--- src/sv/roc_pkg.sv ---
`default_nettype none
// ----------------------------------------------------------------------------
// roc_pkg
// Shared constants, types and state encodings for the percent rate-of-change
// block with latched sign alert.
// ----------------------------------------------------------------------------
package roc_pkg;

   // delay line
   localparam int MAX_PERIOD = 256;
   localparam int ADDR_W     = $clog2(MAX_PERIOD);
   localparam int FILL_W     = $clog2(MAX_PERIOD + 1);
   localparam int PERIOD_W   = 9;
   localparam int LAG_W      = (FILL_W > PERIOD_W) ? FILL_W : PERIOD_W;
   localparam logic [PERIOD_W-1:0] PERIOD_RESET = 9'd14;

   // item fields
   localparam int SAMPLE_W = 32;
   localparam int RATE_W   = 32;
   localparam int ALERT_W  = 2;
   localparam logic [RATE_W-1:0] RATE_MAX = {1'b0, {(RATE_W-1){1'b1}}};
   localparam logic [RATE_W-1:0] RATE_MIN = {1'b1, {(RATE_W-1){1'b0}}};

   // queue between front and back
   localparam int QUEUE_DEPTH = 2;
   localparam int QPTR_W      = (QUEUE_DEPTH > 1) ? $clog2(QUEUE_DEPTH) : 1;
   localparam int QCNT_W      = $clog2(QUEUE_DEPTH + 1);

   // divider: 100 * 2^16 = 25 * 2^18, dividend is |n-o| * 25 shifted by 18
   localparam int DIFF_W      = SAMPLE_W + 1;
   localparam int MAG_W       = SAMPLE_W + 1;
   localparam int SCALED_W    = MAG_W + 5;
   localparam int SCALE_SHIFT = 18;
   localparam int DIVIDEND_W  = SCALED_W + SCALE_SHIFT;
   localparam int DIVISOR_W   = SAMPLE_W;
   localparam int QUOT_W      = RATE_W + 1;
   localparam int HI_W        = DIVIDEND_W - QUOT_W;
   localparam int CNT_W       = $clog2(QUOT_W + 1);

   typedef enum logic [ALERT_W-1:0] {
      SIGN_NONE = 2'd0,
      SIGN_RISE = 2'd1,
      SIGN_FALL = 2'd2
   } sign_type;

   typedef struct packed {
      logic                       rate_valid;
      logic signed [SAMPLE_W-1:0] new_value;
      logic signed [SAMPLE_W-1:0] old_value;
   } roc_job_type;

   typedef enum logic {
      FR_IDLE,
      FR_PUSH
   } front_state_type;

   typedef enum logic [2:0] {
      BK_IDLE,
      BK_ABS,
      BK_SCALE,
      BK_DIV,
      BK_SAT,
      BK_OUT
   } back_state_type;

endpackage
`default_nettype wire

--- src/sv/roc_queue.sv ---
`default_nettype none
// ----------------------------------------------------------------------------
// roc_queue
// Short first-in first-out queue of classified items between front and back.
// ----------------------------------------------------------------------------
module roc_queue (
   input  wire logic                 clock,
   input  wire logic                 reset,
   input  wire logic                 push_valid,
   output      logic                 push_ready,
   input  wire roc_pkg::roc_job_type push_job,
   output      logic                 pop_valid,
   input  wire logic                 pop_ready,
   output      roc_pkg::roc_job_type pop_job
);

   roc_pkg::roc_job_type        entries_ff [roc_pkg::QUEUE_DEPTH];
   logic [roc_pkg::QPTR_W-1:0]  wr_ptr_ff, wr_ptr_in;
   logic [roc_pkg::QPTR_W-1:0]  rd_ptr_ff, rd_ptr_in;
   logic [roc_pkg::QCNT_W-1:0]  count_ff, count_in;
   logic                        push, pop;

   assign push_ready = count_ff != roc_pkg::QCNT_W'(roc_pkg::QUEUE_DEPTH);
   assign pop_valid  = count_ff != '0;
   assign push       = push_valid && push_ready;
   assign pop        = pop_valid && pop_ready;
   assign pop_job    = entries_ff[rd_ptr_ff];

   always_comb begin
      wr_ptr_in = wr_ptr_ff;
      rd_ptr_in = rd_ptr_ff;
      count_in  = count_ff;
      if (push) begin
         wr_ptr_in = (wr_ptr_ff == roc_pkg::QPTR_W'(roc_pkg::QUEUE_DEPTH - 1)) ? '0
                   : wr_ptr_ff + roc_pkg::QPTR_W'(1);
      end
      if (pop) begin
         rd_ptr_in = (rd_ptr_ff == roc_pkg::QPTR_W'(roc_pkg::QUEUE_DEPTH - 1)) ? '0
                   : rd_ptr_ff + roc_pkg::QPTR_W'(1);
      end
      if (push && !pop) begin
         count_in = count_ff + roc_pkg::QCNT_W'(1);
      end else if (pop && !push) begin
         count_in = count_ff - roc_pkg::QCNT_W'(1);
      end
   end

   always_ff @(posedge clock) begin
      if (reset) begin
         wr_ptr_ff <= '0;
         rd_ptr_ff <= '0;
         count_ff  <= '0;
      end else begin
         wr_ptr_ff <= wr_ptr_in;
         rd_ptr_ff <= rd_ptr_in;
         count_ff  <= count_in;
      end
   end

   always_ff @(posedge clock) begin
      if (push) begin
         entries_ff[wr_ptr_ff] <= push_job;
      end
   end

endmodule
`default_nettype wire

--- config.mk ---
export PLATFORM = sky130hd
export DESIGN_NAME = roc_queue
export DESIGN_NICKNAME = d
export VERILOG_FILES = /design/src/sv/roc_pkg.sv /design/src/sv/roc_queue.sv
export SDC_FILE = /design/constraint.sdc
export NUM_CORES = 1
export LEC_CHECK = 0
export BUFFER_PORTS_ARGS = -buffer_cell sky130_fd_sc_hd__buf_4
export CORE_UTILIZATION = 52
export DETAILED_ROUTE_END_ITERATION = 10
export PLACE_DENSITY_LB_ADDON = 0.25
export SLEW_MARGIN = 20
export SYNTH_ARGS = -nofsm -noshare
export SYNTH_HDL_FRONTEND = slang
export SYNTH_SLANG_ARGS = --single-unit
--- constraint.sdc ---
create_clock -name clock -period 3.1 [get_ports clock]
set_input_delay 0.155 -clock clock [delete_from_list [all_inputs] [get_ports clock]]
set_output_delay 0.155 -clock clock [all_outputs]
set_load 0.05 [all_outputs]
## Yosys cells after proc, flatten, opt, wreduce, memory -nomap -nowiden

Memories as Yosys holds them, arrays and structs flattened. A register that Yosys moved wholly into a read port is not among the register bits.
Index checks and enable logic that the tools add are counted.

| word-level totals | value |
|---|---|
| memory bits (writable) | 130 |
| input port bits | 69 |
| word-level logic and storage cells | 25 |
| output and inout bits | 67 |
| flip-flop bits (word level) | 4 |
| memories | 1 |

| cells by class | value |
|---|---|
| $add $sub $neg | 4 |
| equality and inequality tests | 1 |
| muxes and demuxes | 8 |
| reductions and logical operators | 8 |

Memories:

| memory | depth | bits a word | rd ports | clocked after Yosys merged registers in | write ports | line | source |
|---|---|---|---|---|---|---|---|
| entries_ff | 2 | 65 | 1 | 1 | 1 | roc_queue.sv:17 | `roc_pkg::roc_job_type entries_ff [roc_pkg::QUEUE_DEPTH];` |

Operators with widths:

| cell | count |
|---|---|
| $mux W1 | 6 |
| $logic_and A1 B1 Y1 | 4 |
| $mux W2 | 2 |
| $reduce_bool A2 Y1 | 2 |
| $add A1 B1 Y1 const B | 2 |
| $add A2 B1 Y2 const B | 1 |
| $logic_not A1 Y1 | 2 |
| $ne A2 B2 Y1 const B | 1 |
| $sub A2 B1 Y2 const B | 1 |

## Depth between registers and ports, before layout

| logic depth | value |
|---|---|
| word-level depth | 6 |
| mapped depth | 6 |
| gate-level depth less buffers | 6 |

## Worst setup path after synthesis

OpenSTA, ideal clock, no wires.

| timing path | value |
|---|---|
| path type | register to register |
| start | reg count_ff[0] (netlist name) |
| end | mem entries_ff[1][0] (netlist name) (enable) |
| setup time | 0.430 ns |
| setup slack | 0.109 ns |
| clock period less this slack | 2.991 ns |
| required time | 2.670 ns |
| stages on the path, launching flop included | 3 |
| path buffers | 0 |
| arrival | 2.560 ns |
| cell sequence | dfxtp_1 nand2b_1 and3_1 |

| between the ends | value |
|---|---|
| cells in the longest elaborated chain, start to end | 4 |

RTL lines:

| element | line | source |
|---|---|---|
| from (decl) | roc_queue.sv:20 | `logic [roc_pkg::QCNT_W-1:0] count_ff, count_in;` |
| from (signal assigned) | roc_queue.sv:56 | `count_ff <= count_in;` |
| $ne A2 B2 Y1 | roc_queue.sv:23 | `assign push_ready = count_ff != roc_pkg::QCNT_W'(roc_pkg::QUEUE_DEPTH);` |
| net push_ready | roc_queue.sv:10 | `output logic push_ready,` |
| $logic_and A1 B1 Y1 | roc_queue.sv:25 | `assign push = push_valid && push_ready;` |
| $mux W1 | roc_queue.sv:61 | `if (push) begin` |
| $mux W1 (not written as such) | roc_queue.sv:62 | `entries_ff[wr_ptr_ff] <= push_job;` |
| to (decl) | roc_queue.sv:17 |  |

The timed path passes the listed nets, and every way through them passes these cells.

==> impl_results.md <==
- Antenna violations before repair: 0
- Critical path class: flip-flop to primary output
- Max-cap violations: 0
- Final net count: around 520
- Hold_buf cts: 67
- Grt total ovfl: 0
- Status: finished, final reports clean
- WP buf/inv: 2
- Hold_ws: between 0.07 and 0.08 ns
- Leakage: 0.00279 uW
- Crit end category: primary output
- IO Port Bufs: between 100 and 150
- Post-synth EDFFs: between 100 and 150
- Comb pwr share: 0.346
- Setup-failing EPs final: 0
- Area contributors post-synth: edfxtp_1 (79%), mux2_2 (15%), dfxtp_1 (2.0%)
- Netlist cell types: 19
- Initial core utilization: 0.536
- Gr usage total: 0.207
- Internal power: 4310 uW
- Crit-path leading delay family: flip-flops
- I/O Pins: between 100 and 150
- Worst path max stage delay: between 0.7 and 0.8 ns
- Vias per cell: 5.03
- Count leader, synth: edfxtp_1
- Via count: 2865
- Measured slew at the worst slew-check pin: 0.672 ns
- Layout area overhead: 48.8%
- Cells after synthesis: approximately 230
- Die Height: about 100 um
- Iter 0 DRT Violations: 91
- Clock group share of total power: 0.293
- R2R Path Start: count_ff[0]
- Largest net degree at the start of global routing: 37
- Total CTS buffers: 17
- HP Start: pop_ready
- Sequential fraction of design power: 0.362
- Most used DFF post-synth: edfxtp_1
- Syn nets: between 200 and 300
- Die area: 9870 um^2
- CP max stage cell: dfxtp_2
- Seq/Total Area, Yosys: 0.813
- Final WL: 9.63 mm
- Synthesized cell area: roughly 5000 um^2
- First-pass GRT wire length: ~15 mm
- Crit-path cells: buf_12 -> mux2_2 -> buf_4
- Syn Area/Cell: ~22 um^2
- Post-CTS Setup Inserts: 0
- Worst-skew pair later-pin latency: around 0.5 ns
- Hold Crit Depth: 4
- Num Clock Sinks: approximately 140
- Register clock-pin slew on the reported worst setup and hold paths: ~0.06 ns
- Cell Pwr Density: roughly 900 nW/um^2
- Number of routed nets with antenna violations: 0
- CTS tree: built
- Switch share: 0.348
- Flop2flop setup slack: 1.38 ns
- Worst reg2reg path depth: 4
- Pre-CTS WS: ~1.3 ns
- Gpl congestion: 0.678
- Antenna diodes: 0
- Critical path required time: around 2.9 ns
- Final Critical Period: roughly 2.3 ns
- DRT Pass-1 Iters: 4
- Slew HR: 0.552
- Worst setup SP type: flip-flop
- H-tree depth: 4
- Worst R2R End: entries_ff[0][53]
- Fraction of layout cells with a size suffix above 1: 0.519
- Hold crit path type: input pin to flip-flop
- Vias in the first global route: between 3000 and 4000
- WL/cell: approximately 17 um
- Syn. warnings: 0
- Post-synth top area share: 0.792
- Fmax achieved: between 400 and 500 MHz
- Post-synthesis async set-or-reset flop share: 0
- Number of synthesized register bits: approximately 140
- Clock root cell: clkbuf_8
- Core Rows: 35
- Post-DP HPWL: between 5 and 6 mm
- Setup WS post-layout: between 0.7 and 0.8 ns
- VDD IR max: 0.000562 V
- Critical path arrival: ~2.2 ns
- Power Total: approximately 6600 uW
- Period utilisation layout: 0.748
- DRC violation count after routing: 0
- Final hold vios: 0
- Cts repair resizes: 0
- CTS Buffer Depth: 2
- Slew Limit Fails: 0
- Core area: 9200 um^2
- Die Wd: a little under 100 um
- Most frequent cells after synthesis: edfxtp_1 (130), mux2_2 (65), buf_6 (5), dfxtp_1 (5)
- Net Switching: approximately 2300 uW
- Crit path max fanout: 30
- Worst Skew: about 0.0086 ns
- RSZ-0062 raised after global routing: no
- Setup TNS: 0 ns
- Synth area leader: edfxtp_1
-- final cells by class --
class | count | area, um^2
clock buffer | 18 | 418
clock inverter | 14 | 158
fill | 497 | 1870
inverter | 1 | 3.75
multi-input combinational | 83 | 852
sequential | 135 | 4010
tap | 111 | 139
timing repair buffer | 208 | 1750
-- logic make-up (layout without fill, tap and decap cells) --
| group | count (synthesis) | count (layout) | share of synthesized area |
|---|---|---|---|
| XOR/XNOR | 3 | 3 | 0.00533 |
| AO/OA/AOI/OAI | 5 | 5 | 0.00609 |
| buffers and inverters | 8 | 241 | 0.0147 |
| flip-flops | 135 | 135 | 0.813 |
| AND/OR/NAND/NOR | 9 | 9 | 0.0102 |
| adder cells (fa/ha/maj) | 1 | 1 | 0.00254 |
| multiplexers | 65 | 65 | 0.149 |
-- stage by stage --
step / instance area (um^2) / cells / utilization
global route: 7330 / 570 / 0.797
detailed placement: 6080 / 471 / 0.661
global placement: 6080 / 471 / 0.661
finish: 7330 / 570 / 0.797
floorplan: 4930 / 226 / -
CTS: 7330 / 570 / 0.797
-- power groups by stage --
| stage | Sequential [uW] | Combinational, uW | Clock [uW] |
|---|---|---|---|
| 2_1_floorplan | 2370 | 1650 | 0 |
| 3_3_place_gp | 2410 | 2200 | 0 |
| 3_5_place_dp | 2430 | 2220 | 0 |
| 4_1_cts | 2390 | 2290 | 1960 |
| 5_1_grt | 2420 | 2380 | 2040 |
| 6_report | 2390 | 2290 | 1930 |
-- metal layers --
metal	track usage	share of wire
met5	0	0
met4	0.104	0.025
met3	0.0513	0.040
met2	0.366	0.54
met1	0.236	0.40
-- sequential cells by signal (all words and copies together) (netlist names), named ones only --
name and cells:
entries_ff 130, count_ff 2, rd_ptr_ff 1, wr_ptr_ff 1
-- worst min-delay path, stage by stage --
cell and delay (ns):
buf_4 0.11, o21ai_0 0.12, xor2_1 0.10, nor2_1 0.07
-- how the worst max path moves through the flow --
| stage | to | slack [ns] | cells past startpoint |
|---|---|---|---|
| finish | pop_job[43] | 0.78 | 3 |
| global route | pop_job[43] | 0.70 | 3 |
| CTS | pop_job[43] | 0.75 | 3 |
| detailed placement | pop_job[43] | 1.31 | 3 |
| global placement | pop_job[61] | 1.31 | 3 |
| floorplan | entries_ff[1][0] | 0.11 | 2 |
-- cells in the final DEF (no fill, tap or decap), types with 2 or more instances in the layout --
cell	count
mux2_2	65
bufinv_16	3
clkinv_1	4
buf_4	139
dlygate4sd3_1	67
a21oi_1	2
xor2_1	3
edfxtp_1	130
dfxtp_1	4
o21ai_0	2
clkbuf_16	16
buf_12	2
nor2_1	3
clkinvlp_4	4
Note: power is estimated with default switching activity, not from simulation.
