## src/sv/roc_pkg.sv

```systemverilog
`default_nettype none
// ----------------------------------------------------------------------------
// roc_pkg
// Shared constants, types and state encodings for the percent rate-of-change
// block with latched sign alert.
// ----------------------------------------------------------------------------
package roc_pkg;

   // delay line
   localparam int MAX_PERIOD = 256;
   localparam int ADDR_W     = $clog2(MAX_PERIOD);
   localparam int FILL_W     = $clog2(MAX_PERIOD + 1);
   localparam int PERIOD_W   = 9;
   localparam int LAG_W      = (FILL_W > PERIOD_W) ? FILL_W : PERIOD_W;
   localparam logic [PERIOD_W-1:0] PERIOD_RESET = 9'd14;

   // item fields
   localparam int SAMPLE_W = 32;
   localparam int RATE_W   = 32;
   localparam int ALERT_W  = 2;
   localparam logic [RATE_W-1:0] RATE_MAX = {1'b0, {(RATE_W-1){1'b1}}};
   localparam logic [RATE_W-1:0] RATE_MIN = {1'b1, {(RATE_W-1){1'b0}}};

   // queue between front and back
   localparam int QUEUE_DEPTH = 2;
   localparam int QPTR_W      = (QUEUE_DEPTH > 1) ? $clog2(QUEUE_DEPTH) : 1;
   localparam int QCNT_W      = $clog2(QUEUE_DEPTH + 1);

   // divider: 100 * 2^16 = 25 * 2^18, dividend is |n-o| * 25 shifted by 18
   localparam int DIFF_W      = SAMPLE_W + 1;
   localparam int MAG_W       = SAMPLE_W + 1;
   localparam int SCALED_W    = MAG_W + 5;
   localparam int SCALE_SHIFT = 18;
   localparam int DIVIDEND_W  = SCALED_W + SCALE_SHIFT;
   localparam int DIVISOR_W   = SAMPLE_W;
   localparam int QUOT_W      = RATE_W + 1;
   localparam int HI_W        = DIVIDEND_W - QUOT_W;
   localparam int CNT_W       = $clog2(QUOT_W + 1);

   typedef enum logic [ALERT_W-1:0] {
      SIGN_NONE = 2'd0,
      SIGN_RISE = 2'd1,
      SIGN_FALL = 2'd2
   } sign_type;

   typedef struct packed {
      logic                       rate_valid;
      logic signed [SAMPLE_W-1:0] new_value;
      logic signed [SAMPLE_W-1:0] old_value;
   } roc_job_type;

   typedef enum logic {
      FR_IDLE,
      FR_PUSH
   } front_state_type;

   typedef enum logic [2:0] {
      BK_IDLE,
      BK_ABS,
      BK_SCALE,
      BK_DIV,
      BK_SAT,
      BK_OUT
   } back_state_type;

endpackage
`default_nettype wire

```

## src/sv/roc_rsp_if.sv

```systemverilog
`default_nettype none
// ----------------------------------------------------------------------------
// roc_rsp_if
// Result channel: valid/ready handshake carrying rate, flags and alert.
// ----------------------------------------------------------------------------
interface roc_rsp_if;
   logic                               valid;
   logic                               ready;
   logic                               rate_valid;
   logic signed [roc_pkg::RATE_W-1:0]  rate_percent;
   logic                               divide_by_zero;
   logic        [roc_pkg::ALERT_W-1:0] alert_status;

   modport source (output valid, output rate_valid, output rate_percent,
                   output divide_by_zero, output alert_status, input ready);
   modport sink   (input valid, input rate_valid, input rate_percent,
                   input divide_by_zero, input alert_status, output ready);
endinterface
`default_nettype wire

```

## src/sv/roc_back.sv

```systemverilog
`default_nettype none
// ----------------------------------------------------------------------------
// roc_back
// Works out the saturated percent change with a radix-2 restoring divider,
// latches the sign status and holds the result in the output register.
// ----------------------------------------------------------------------------
module roc_back (
   input  wire logic                 clock,
   input  wire logic                 reset,
   input  wire logic                 pop_valid,
   output      logic                 pop_ready,
   input  wire roc_pkg::roc_job_type pop_job,
   roc_rsp_if.source                 rsp
);

   roc_pkg::back_state_type state_ff, state_in;

   roc_pkg::roc_job_type          job_ff, job_in;
   logic                          neg_ff, neg_in;
   logic                          zero_ff, zero_in;
   logic                          ovf_ff, ovf_in;
   logic [roc_pkg::MAG_W-1:0]     dm_ff, dm_in;
   logic [roc_pkg::DIVISOR_W-1:0] om_ff, om_in;
   logic [roc_pkg::DIVISOR_W-1:0] rem_ff, rem_in;
   logic [roc_pkg::QUOT_W-1:0]    quot_ff, quot_in;
   logic [roc_pkg::CNT_W-1:0]     cnt_ff, cnt_in;
   roc_pkg::sign_type             sign_ff, sign_in;

   logic                          res_valid_ff, res_valid_in;
   logic [roc_pkg::RATE_W-1:0]    res_rate_ff, res_rate_in;
   logic                          res_dbz_ff, res_dbz_in;
   roc_pkg::sign_type             res_alert_ff, res_alert_in;

   logic                          rsp_valid_ff, rsp_valid_in;
   logic                          rsp_rate_valid_ff;
   logic [roc_pkg::RATE_W-1:0]    rsp_rate_ff;
   logic                          rsp_dbz_ff;
   roc_pkg::sign_type             rsp_alert_ff;

   logic                          load_out;

   logic [roc_pkg::SAMPLE_W-1:0]   n_bits, o_bits;
   logic [roc_pkg::DIFF_W-1:0]     diff;
   logic [roc_pkg::SCALED_W-1:0]   scaled;
   logic [roc_pkg::DIVIDEND_W-1:0] dividend;
   logic [roc_pkg::HI_W-1:0]       dividend_hi;
   logic [roc_pkg::DIVISOR_W+1:0]  trial;
   logic [roc_pkg::DIVISOR_W:0]    shifted;
   logic                           sat_hit;
   logic [roc_pkg::RATE_W-1:0]     rate;

   assign n_bits = job_ff.new_value;
   assign o_bits = job_ff.old_value;

   // sign-extended difference, then magnitudes
   assign diff = {n_bits[roc_pkg::SAMPLE_W-1], n_bits}
               - {o_bits[roc_pkg::SAMPLE_W-1], o_bits};

   // times 25 by shift and add
   assign scaled = (roc_pkg::SCALED_W'(dm_ff) << 4) + (roc_pkg::SCALED_W'(dm_ff) << 3)
                 + roc_pkg::SCALED_W'(dm_ff);
   assign dividend    = {scaled, {roc_pkg::SCALE_SHIFT{1'b0}}};
   assign dividend_hi = dividend[roc_pkg::DIVIDEND_W-1 -: roc_pkg::HI_W];

   assign shifted = {rem_ff, quot_ff[roc_pkg::QUOT_W-1]};
   assign trial   = {1'b0, shifted} - {2'b00, om_ff};

   assign sat_hit = ovf_ff || (quot_ff[roc_pkg::QUOT_W-1:roc_pkg::RATE_W-1] != '0);

   always_comb begin
      rate = '0;
      if (!job_ff.rate_valid) begin
         rate = '0;
      end else if (zero_ff) begin
         if (n_bits[roc_pkg::SAMPLE_W-1]) begin
            rate = roc_pkg::RATE_MIN;
         end else if (n_bits != '0) begin
            rate = roc_pkg::RATE_MAX;
         end
      end else if (sat_hit) begin
         rate = neg_ff ? roc_pkg::RATE_MIN : roc_pkg::RATE_MAX;
      end else if (neg_ff) begin
         rate = roc_pkg::RATE_W'(0) - quot_ff[roc_pkg::RATE_W-1:0];
      end else begin
         rate = quot_ff[roc_pkg::RATE_W-1:0];
      end
   end

   // next state
   always_comb begin
      state_in = state_ff;
      case (state_ff)
         roc_pkg::BK_IDLE: begin
            if (pop_valid) state_in = roc_pkg::BK_ABS;
         end
         roc_pkg::BK_ABS: state_in = roc_pkg::BK_SCALE;
         roc_pkg::BK_SCALE: begin
            if (!job_ff.rate_valid || zero_ff
                || ({{(roc_pkg::DIVISOR_W-roc_pkg::HI_W){1'b0}}, dividend_hi} >= om_ff)) begin
               state_in = roc_pkg::BK_SAT;
            end else begin
               state_in = roc_pkg::BK_DIV;
            end
         end
         roc_pkg::BK_DIV: begin
            if (cnt_ff == roc_pkg::CNT_W'(1)) state_in = roc_pkg::BK_SAT;
         end
         roc_pkg::BK_SAT: state_in = roc_pkg::BK_OUT;
         roc_pkg::BK_OUT: begin
            if (!rsp_valid_ff || rsp.ready) state_in = roc_pkg::BK_IDLE;
         end
         default: state_in = roc_pkg::BK_IDLE;
      endcase
   end

   // outputs
   always_comb begin
      pop_ready = 1'b0;
      load_out  = 1'b0;
      case (state_ff)
         roc_pkg::BK_IDLE: pop_ready = 1'b1;
         roc_pkg::BK_OUT:  load_out  = !rsp_valid_ff || rsp.ready;
         default: begin
            pop_ready = 1'b0;
            load_out  = 1'b0;
         end
      endcase
   end

   // datapath
   always_comb begin
      job_in       = job_ff;
      neg_in       = neg_ff;
      zero_in      = zero_ff;
      ovf_in       = ovf_ff;
      dm_in        = dm_ff;
      om_in        = om_ff;
      rem_in       = rem_ff;
      quot_in      = quot_ff;
      cnt_in       = cnt_ff;
      sign_in      = sign_ff;
      res_valid_in = res_valid_ff;
      res_rate_in  = res_rate_ff;
      res_dbz_in   = res_dbz_ff;
      res_alert_in = res_alert_ff;
      case (state_ff)
         roc_pkg::BK_IDLE: begin
            if (pop_valid) job_in = pop_job;
         end
         roc_pkg::BK_ABS: begin
            neg_in  = diff[roc_pkg::DIFF_W-1] != o_bits[roc_pkg::SAMPLE_W-1];
            dm_in   = diff[roc_pkg::DIFF_W-1] ? roc_pkg::MAG_W'(0) - diff : diff;
            om_in   = o_bits[roc_pkg::SAMPLE_W-1] ? roc_pkg::DIVISOR_W'(0) - o_bits : o_bits;
            zero_in = o_bits == '0;
         end
         roc_pkg::BK_SCALE: begin
            // quotient of 2^33 or more saturates, no need to divide
            ovf_in  = {{(roc_pkg::DIVISOR_W-roc_pkg::HI_W){1'b0}}, dividend_hi} >= om_ff;
            rem_in  = roc_pkg::DIVISOR_W'(dividend_hi);
            quot_in = dividend[roc_pkg::QUOT_W-1:0];
            cnt_in  = roc_pkg::CNT_W'(roc_pkg::QUOT_W);
         end
         roc_pkg::BK_DIV: begin
            if (!trial[roc_pkg::DIVISOR_W+1]) begin
               rem_in = trial[roc_pkg::DIVISOR_W-1:0];
            end else begin
               rem_in = shifted[roc_pkg::DIVISOR_W-1:0];
            end
            quot_in = {quot_ff[roc_pkg::QUOT_W-2:0], !trial[roc_pkg::DIVISOR_W+1]};
            cnt_in  = cnt_ff - roc_pkg::CNT_W'(1);
         end
         roc_pkg::BK_SAT: begin
            res_valid_in = job_ff.rate_valid;
            res_rate_in  = rate;
            res_dbz_in   = job_ff.rate_valid && zero_ff;
            res_alert_in = roc_pkg::SIGN_NONE;
            if (job_ff.rate_valid) begin
               // zero rate holds the latched sign
               if (rate[roc_pkg::RATE_W-1]) begin
                  sign_in      = roc_pkg::SIGN_FALL;
                  res_alert_in = roc_pkg::SIGN_FALL;
               end else if (rate != '0) begin
                  sign_in      = roc_pkg::SIGN_RISE;
                  res_alert_in = roc_pkg::SIGN_RISE;
               end else begin
                  res_alert_in = sign_ff;
               end
            end
         end
         default: begin
            job_in = job_ff;
         end
      endcase
   end

   always_comb begin
      rsp_valid_in = rsp_valid_ff;
      if (load_out) begin
         rsp_valid_in = 1'b1;
      end else if (rsp.ready) begin
         rsp_valid_in = 1'b0;
      end
   end

   always_ff @(posedge clock) begin
      if (reset) begin
         state_ff     <= roc_pkg::BK_IDLE;
         sign_ff      <= roc_pkg::SIGN_NONE;
         rsp_valid_ff <= 1'b0;
      end else begin
         state_ff     <= state_in;
         sign_ff      <= sign_in;
         rsp_valid_ff <= rsp_valid_in;
      end
   end

   always_ff @(posedge clock) begin
      job_ff       <= job_in;
      neg_ff       <= neg_in;
      zero_ff      <= zero_in;
      ovf_ff       <= ovf_in;
      dm_ff        <= dm_in;
      om_ff        <= om_in;
      rem_ff       <= rem_in;
      quot_ff      <= quot_in;
      cnt_ff       <= cnt_in;
      res_valid_ff <= res_valid_in;
      res_rate_ff  <= res_rate_in;
      res_dbz_ff   <= res_dbz_in;
      res_alert_ff <= res_alert_in;
   end

   always_ff @(posedge clock) begin
      if (load_out) begin
         rsp_rate_valid_ff <= res_valid_ff;
         rsp_rate_ff       <= res_rate_ff;
         rsp_dbz_ff        <= res_dbz_ff;
         rsp_alert_ff      <= res_alert_ff;
      end
   end

   assign rsp.valid          = rsp_valid_ff;
   assign rsp.rate_valid     = rsp_rate_valid_ff;
   assign rsp.rate_percent   = rsp_rate_ff;
   assign rsp.divide_by_zero = rsp_dbz_ff;
   assign rsp.alert_status   = rsp_alert_ff;

`ifndef SYNTHESIS
   a_rem_below_divisor: assert property (@(posedge clock) disable iff (reset)
      state_ff == roc_pkg::BK_DIV |-> rem_ff < om_ff && cnt_ff != '0)
      else $error("divider remainder not below divisor");

   a_not_full_result: assert property (@(posedge clock) disable iff (reset)
      rsp.valid && !rsp.rate_valid |->
         rsp.rate_percent == '0 && !rsp.divide_by_zero
         && rsp.alert_status == roc_pkg::SIGN_NONE)
      else $error("result before delay line full carries data");

   a_sign_follows_rate: assert property (@(posedge clock) disable iff (reset)
      rsp.valid && rsp.rate_valid && rsp.rate_percent != '0 |->
         rsp.alert_status == (rsp.rate_percent[roc_pkg::RATE_W-1] ? roc_pkg::SIGN_FALL
                                                                 : roc_pkg::SIGN_RISE))
      else $error("alert status disagrees with rate sign");

   a_dbz_needs_valid: assert property (@(posedge clock) disable iff (reset)
      rsp.valid && rsp.divide_by_zero |-> rsp.rate_valid)
      else $error("divide flag on a result with no rate");
`endif

endmodule
`default_nettype wire

```

## src/flat_wrapper.sv

```systemverilog
// flat-port wrapper written by rule: the top's interface ports become plain ports
module roc_back_flat 
  (clock, reset, pop_valid, pop_ready, pop_job, rsp_valid, rsp_rate_valid, rsp_rate_percent, rsp_divide_by_zero, rsp_alert_status, rsp_ready);
  roc_rsp_if rsp_i ();
  input  wire logic clock;
  input  wire logic reset;
  input  wire logic pop_valid;
  output      logic pop_ready;
  input  wire roc_pkg::roc_job_type pop_job;
  output wire logic [$bits(rsp_i.valid)-1:0] rsp_valid;
  output wire logic [$bits(rsp_i.rate_valid)-1:0] rsp_rate_valid;
  output wire logic [$bits(rsp_i.rate_percent)-1:0] rsp_rate_percent;
  output wire logic [$bits(rsp_i.divide_by_zero)-1:0] rsp_divide_by_zero;
  output wire logic [$bits(rsp_i.alert_status)-1:0] rsp_alert_status;
  input wire logic [$bits(rsp_i.ready)-1:0] rsp_ready;
  assign rsp_valid = rsp_i.valid;
  assign rsp_rate_valid = rsp_i.rate_valid;
  assign rsp_rate_percent = rsp_i.rate_percent;
  assign rsp_divide_by_zero = rsp_i.divide_by_zero;
  assign rsp_alert_status = rsp_i.alert_status;
  assign rsp_i.ready = rsp_ready;
  roc_back u_core (.clock(clock), .reset(reset), .pop_valid(pop_valid), .pop_ready(pop_ready), .pop_job(pop_job), .rsp(rsp_i));
endmodule
```

## config.mk

```make
export PLATFORM = sky130hd
export DESIGN_NAME = roc_back_flat
export DESIGN_NICKNAME = d
export VERILOG_FILES = /design/src/sv/roc_pkg.sv /design/src/sv/roc_rsp_if.sv /design/src/sv/roc_back.sv /design/src/flat_wrapper.sv
export SDC_FILE = /design/constraint.sdc
export NUM_CORES = 1
export LEC_CHECK = 0
export BUFFER_PORTS_ARGS = -buffer_cell sky130_fd_sc_hd__buf_4
export CELL_PAD_IN_SITES_DETAIL_PLACEMENT = 1
export CELL_PAD_IN_SITES_GLOBAL_PLACEMENT = 1
export CORE_MARGIN = 2
export CORE_UTILIZATION = 40
export DETAILED_ROUTE_END_ITERATION = 8
export HOLD_SLACK_MARGIN = 0.1
export PLACE_DENSITY = 0.75
export SLEW_MARGIN = 20
export SYNTH_ARGS = -nofsm -noshare
export SYNTH_HDL_FRONTEND = slang
export SYNTH_SLANG_ARGS = --single-unit
export TNS_END_PERCENT = 100
```

## constraint.sdc

```tcl
create_clock -name clock -period 7.36 [get_ports clock]
set_input_delay 1.472 -clock clock [delete_from_list [all_inputs] [get_ports clock]]
set_output_delay 1.472 -clock clock [all_outputs]
set_load 0.005 [all_outputs]
```

# Yosys cells after proc, flatten, opt, wreduce, memory -nomap -nowiden
# Index checks and enable logic that the tools add are counted.
# word_totals
output_inout_bits	38
input_bits	69
ff_bits	282
wordCells	85
# classes
n_reduce_logical	18
eq_ne	10
n_mux	24
order_cmp	1
addsub	8
# ops
cell	n
$mux 32	8
$pmux 33 s2	1
$pmux 32 s2	1
$reduce_bool 32->1	2
$sub 1x32->32 const A	2
$mux 31	2
$add 37x36->38	1
$add 38x33->38	1
$sub 33x32->34	1
$sub 1x33->33 const A	1
$sub 32x32->33	1
$ge 23x32->1	1
$logic_not 32->1	1
$pmux 3 s6	1
$mux 3	4
$pmux 6 s2	1
$eq 3x2->1 const B	2
$eq 3x3->1 const B	2
$eq 6x1->1 const B	1
$reduce_bool 2->1	3
$sub 6x1->6 const B	1
$logic_or 1x1->1	4
$mux 1	4
$mux 2	2
other kinds (9)	13

# Logic depth before layout (Yosys ltp)
# logic_depth
word_depth	8
depth_mapped	22
ltp_nobuf	22

# Least setup slack after synthesis
# No wires, ideal clock.
# synth_path
path_type	reg2reg
from	reg u_core.state_ff[1]
to	reg u_core.dm_ff[0] (netlist name) (enable)
setup_slack_ps	1728
path_buffers	1
period_less_slack_ps	5632
required_time_ps	6786
setup_ps	574
arrival_time_ps	5058
stages_incl_launch_ff	3
path_cell_list	dfxtp_1 > clkbuf_1 > nor3_1
# synth_between
elab_chain_len	1
# synth_rtl
item	line_no	rtl
start, declared	roc_back.sv:16	roc_pkg::back_state_type state_ff, state_in;
start signal, assigned	roc_back.sv:207	state_ff <= roc_pkg::BK_IDLE;
start signal, assigned	roc_back.sv:211	state_ff <= state_in;
$eq 3x1->1	roc_back.sv:146	case (state_ff)
end signal, assigned	roc_back.sv:222	dm_ff <= dm_in;
end, declared	roc_back.sv:22	logic [roc_pkg::MAG_W-1:0] dm_ff, dm_in;
# Every way passes these cells.
# A chain may end at the register's enable or synchronous reset.

# Worst setup path after layout
# layout_path
from	reg u_core.dm_ff[0] (netlist name)
to	reg u_core.state_ff[1]
# layout_between
elab_chain_len	6
# layout_rtl
item	line_no	rtl
$add 37x36->38	roc_back.sv:60	assign scaled = (roc_pkg::SCALED_W'(dm_ff) << 4) + (roc_pkg::SCALED_W'(dm_ff) << 3)
$add 38x33->38 (*)	roc_back.sv:61	+ roc_pkg::SCALED_W'(dm_ff);
$ge 23x32->1 (*)	roc_back.sv:99	|| ({{(roc_pkg::DIVISOR_W-roc_pkg::HI_W){1'b0}}, dividend_hi} >= om_ff)) begin
$logic_or 1x1->1 (*)	roc_back.sv:99	
$mux 3 (*)	roc_back.sv:98	if (!job_ff.rate_valid || zero_ff
$pmux 3 s6 (*)	roc_back.sv:92	case (state_ff)
# Mark *: on every way between the ends. The rest lies on a longest branch, timed or not.

==> summary.txt <==
Timing
  • Post-route worst setup slack: 1.603 ns
  • Final min period: about 5.8 ns
  • Worst hold slack: 0.4181 ns
  • Worst slew pin tran: about 1.0 ns
  • Skew final: around 0.031 ns
  • Period utilization: 0.7822
  • Rel. slew slack: 0.3264
  • Final setup TNS: 0 ns
  • Fmax achieved: ~170 MHz
  • Final setup viols: 0
  • Slew Limit Fails: 0
  • RSZ-0062 raised after global routing: no
  • Final hold vios: 0

Cells and area
  • FF+latch area: approximately 8400 um2
  • Share of layout cells above drive strength 1: 0.1157
  • Area of the multi-input gates: between 9000 and 10,000 um2
  • FILL cells: a little over 5k
  • Final nets: 2,174
  • Area grow syn2layout: 14.17%
  • # diodes: 0
  • Non-Filler Instances: ~2.6k

Global routing
  • GRT Residual Overflow: 0
  • Total GRT Usage: 0.2049
  • Vias in the first global route: about 15k
  • Initial antenna violation count: 0
  • First-pass GRT wire length: roughly 80,000 um
  • Largest net degree at the start of global routing: just over 80

Clocking
  • CTS sink count: 282
  • CTS Buf Count: 35
  • Worst-Skew Late Latency: between 0.5 and 0.6 ns
  • Clock Root Buffer: clkbuf_16
  • Setup Fix Bufs, Post-CTS: 0
  • Cts repair resizes: 0
  • Clock-pin slew on the worst setup and hold paths: roughly 0.06 ns
  • Post-CTS Hold Fix Bufs: 0
  • Clk buf depth: 3
  • H-tree levels: 2
  • CTS tree: built

Synthesis
  • EDFF count, synth: 276
  • Part of the Yosys area used for sequential elements: 0.4438
  • Synth Area in Compound Gates: 0.1809
  • Mux contribution to synthesized area: 0.01512
  • Top_reg_cell synth: edfxtp_1
  • Synth area leaders: edfxtp_1, ha_1, xnor2_1
  • Adder-cell area share of the yosys netlist: 0.1190
  • Async S/R FF share, synth: 0
  • Yosys warns: 0
  • Largest family of logic cells by synthesized area: compound AO/OA/AOI/OAI gates
  • Synth Cell Area: roughly 19,000 um2
  • Syn_nets: 2,066
  • Syn Area/Cell: roughly 10 um2
  • Synth cell types: 88
  • Mapped Cells: ~1.8k
  • Simple-Gate Fraction of Synth Area: 0.1420
  • Post-synth top area share: 0.4374
  • Largest area contributor in the netlist: edfxtp_1
  • Post-synthesis xor/xnor area fraction: 0.06564
  • FF+latch count, synth: about 280

Floorplan
  • Row cnt: 79
  • Die X: between 200 and 250 um
  • Initial Utilization: 0.4061
  • Die area: approximately 49,000 um2
  • I/O pins: ~110
  • Core Region: roughly 47,000 um2
  • Die height: ~220 um

Worst setup path
  • Worst reg2reg path endpoint: u_core.state_ff[1]$_SDFFE_PP0P_
  • WS Path Type: flip-flop to flip-flop
  • Reg2reg path depth: 22
  • Worst setup path end: u_core.state_ff[1]$_SDFFE_PP0P_
  • Critical path arrival: approximately 6.2 ns
  • CP required: 7.82 ns
  • CP max FO: 4
  • Worst r2r src: u_core.dm_ff[0]$_DFFE_PP_
  • Reg2reg setup slack: 1.60 ns
  • Crit path launch: u_core.dm_ff[0]$_DFFE_PP_
  • Crit path launch type: flip-flop
  • Worst Setup End Kind: flip-flop

Run status
  • Outcome: finished, violations left
  • Failing checks: design-rule violations

Detailed routing
  • Total wire length: ~51,000 um
  • Drt drc: 10
  • Vias per cell: about 5.7
  • Drt first-iter violations: 713
  • Routed Antenna Nets: 0
  • Wire length per cell: just under 20 um
  • Length of the first detailed-routing pass in iterations: 7
  • Total vias in the final route: approximately 15k

Placement
  • IO Port Bufs: around 110
  • Placed Cells: between 2k and 3k
  • Place WS: approximately 1.7 ns
  • Placer Congestion: between 0.8 and 0.9
  • Sum of net half-perimeters after detailed placement: ~39,000 um

Min path
  • HP Class: flip-flop to flip-flop

Pwr
  • VDD IR max: approximately 0.00025 V
  • Leakage power total: 8.385 nW
  • P per Cell Area: 499.8 nW/um2

Flow run
  • Max-cap viol count: 0
-- how the worst min path moves through the flow --
| stage | from | to | slack [ns] | depth (start not counted) |
|---|---|---|---|---|
| floorplan | u_core.res_alert_ff[0]$_SDFFCE_PN0N_ | u_core.rsp.alert_status[0]$_DFFE_PP_ | 0.40 | 0 |
| global placement | u_core.res_valid_ff$_DFFE_PN_ | u_core.rsp.rate_valid$_DFFE_PP_ | 0.40 | 0 |
| detailed placement | u_core.res_rate_ff[23]$_DFFE_PN_ | u_core.rsp.rate_percent[23]$_DFFE_PP_ | 0.41 | 0 |
| CTS | u_core.res_rate_ff[23]$_DFFE_PN_ | u_core.rsp.rate_percent[23]$_DFFE_PP_ | 0.42 | 0 |
| global route | u_core.res_rate_ff[18]$_DFFE_PN_ | u_core.rsp.rate_percent[18]$_DFFE_PP_ | 0.42 | 0 |
| finish | u_core.res_rate_ff[9]$_DFFE_PN_ | u_core.rsp.rate_percent[9]$_DFFE_PP_ | 0.42 | 0 |
-- kinds of logic after synthesis --
family                     after synthesis
AOI/OAI and AO/OA                      524
xor gates and xnor gates               142
adders and majority gates              161
buffers and inverters                  167
DFF                                    282
muxes                                   28
and+or+nand+nor                        532
-- power breakdown --
group | leakage (nW) | internal (mW) | switching, mW
combinational | 5.20 | 2.64 | 3.70
clock | 0.578 | 1.05 | 0.720
sequential | 2.61 | 2.40 | 0.301
total | 8.39 | 6.09 | 4.72
-- cell type report --
class                   instances  area share
clock buffers                  39     0.04217
multi-input cells            1387      0.4591
flip-flops and latches        282      0.3887
clock inverters                25     0.01232
repair buffers                123     0.04269
inverters                     115     0.01995
well taps                     607     0.03511
-- metal layers --
metal	vias to the layer above	track usage	wire length, um
li1	7087	-	-
met1	7270	0.2575	22760
met2	265	0.3640	24990
met3	80	0.02571	1640
met4	0	0.06866	1499
met5	-	0	0
-- per-stage QoR --
stage	cell area, um2	power (mW)	utilization
after floorplan	18950	7.416	-
after global placement	20450	8.661	0.4384
after detailed placement	20450	8.989	0.4384
after CTS	21630	10.85	0.4637
after global routing	21630	11.73	0.4637
final	21630	10.81	0.4637
-- synthesized netlist by cell type, types with 20 or more instances --
| library cell | n |
|---|---|
| clkbuf_1 | 43 |
| and3_1 | 20 |
| nand2_1 | 126 |
| a21oi_1 | 136 |
| nor2b_1 | 21 |
| ha_1 | 129 |
| nor4_1 | 25 |
| o31ai_1 | 23 |
| a21o_1 | 57 |
| edfxtp_1 | 276 |
| nor2_1 | 143 |
| nand4_1 | 26 |
| nand3_1 | 39 |
| xor2_1 | 39 |
| fa_1 | 32 |
| o21ai_0 | 119 |
| inv_1 | 114 |
| a31oi_1 | 35 |
| xnor2_1 | 103 |
| nor3_1 | 36 |
| mux2i_1 | 23 |
-- registers in the layout, indices dropped and copies added, names as in the netlist, 2 cells and up --
| name | cells |
|---|---|
| u_core.o_bits | 32 |
| u_core.state_ff | 3 |
| u_core.cnt_ff | 6 |
| u_core.rem_ff | 32 |
| u_core.rsp.rate_percent | 32 |
| u_core.rsp.alert_status | 2 |
| u_core.sign_ff | 2 |
| u_core.res_alert_ff | 2 |
| u_core.n_bits | 32 |
| u_core.res_rate_ff | 32 |
| u_core.dm_ff | 33 |
| u_core.om_ff | 32 |
| u_core.quot_ff | 33 |
-- layout by cell type, fill, tap and decap left out, drive strengths merged, types with 37 or more instances in the layout --
cell type	Yosys	routed
nor2	144	144
a21o	57	57
buf	9	123
xor2	39	39
o21ai	125	125
inv	114	120
ha	129	129
nor3	37	37
nand3	39	39
xnor2	103	103
clkbuf	43	39
nand2	127	127
a21oi	137	137
edfxtp	276	276
-- critical path: stages (launching register included) --
cell	delay [ns]
edfxtp_1	0.44
fa_1	0.57
ha_1	0.20
inv_1	0.08
fa_1	0.41
nor2b_1	0.13
o21ai_0	0.10
a21boi_0	0.47
o211ai_1	0.25
nand3_1	0.20
a31oi_1	0.16
o21ai_0	0.44
a221o_1	0.24
xnor2_1	0.14
inv_1	0.07
ha_1	0.29
a21o_1	0.19
a211oi_1	0.24
o211ai_1	0.14
nor3b_1	0.16
a211oi_1	0.50
a22oi_1	0.13
nor3_1	0.16
Note: power is estimated with default switching activity, not from simulation.
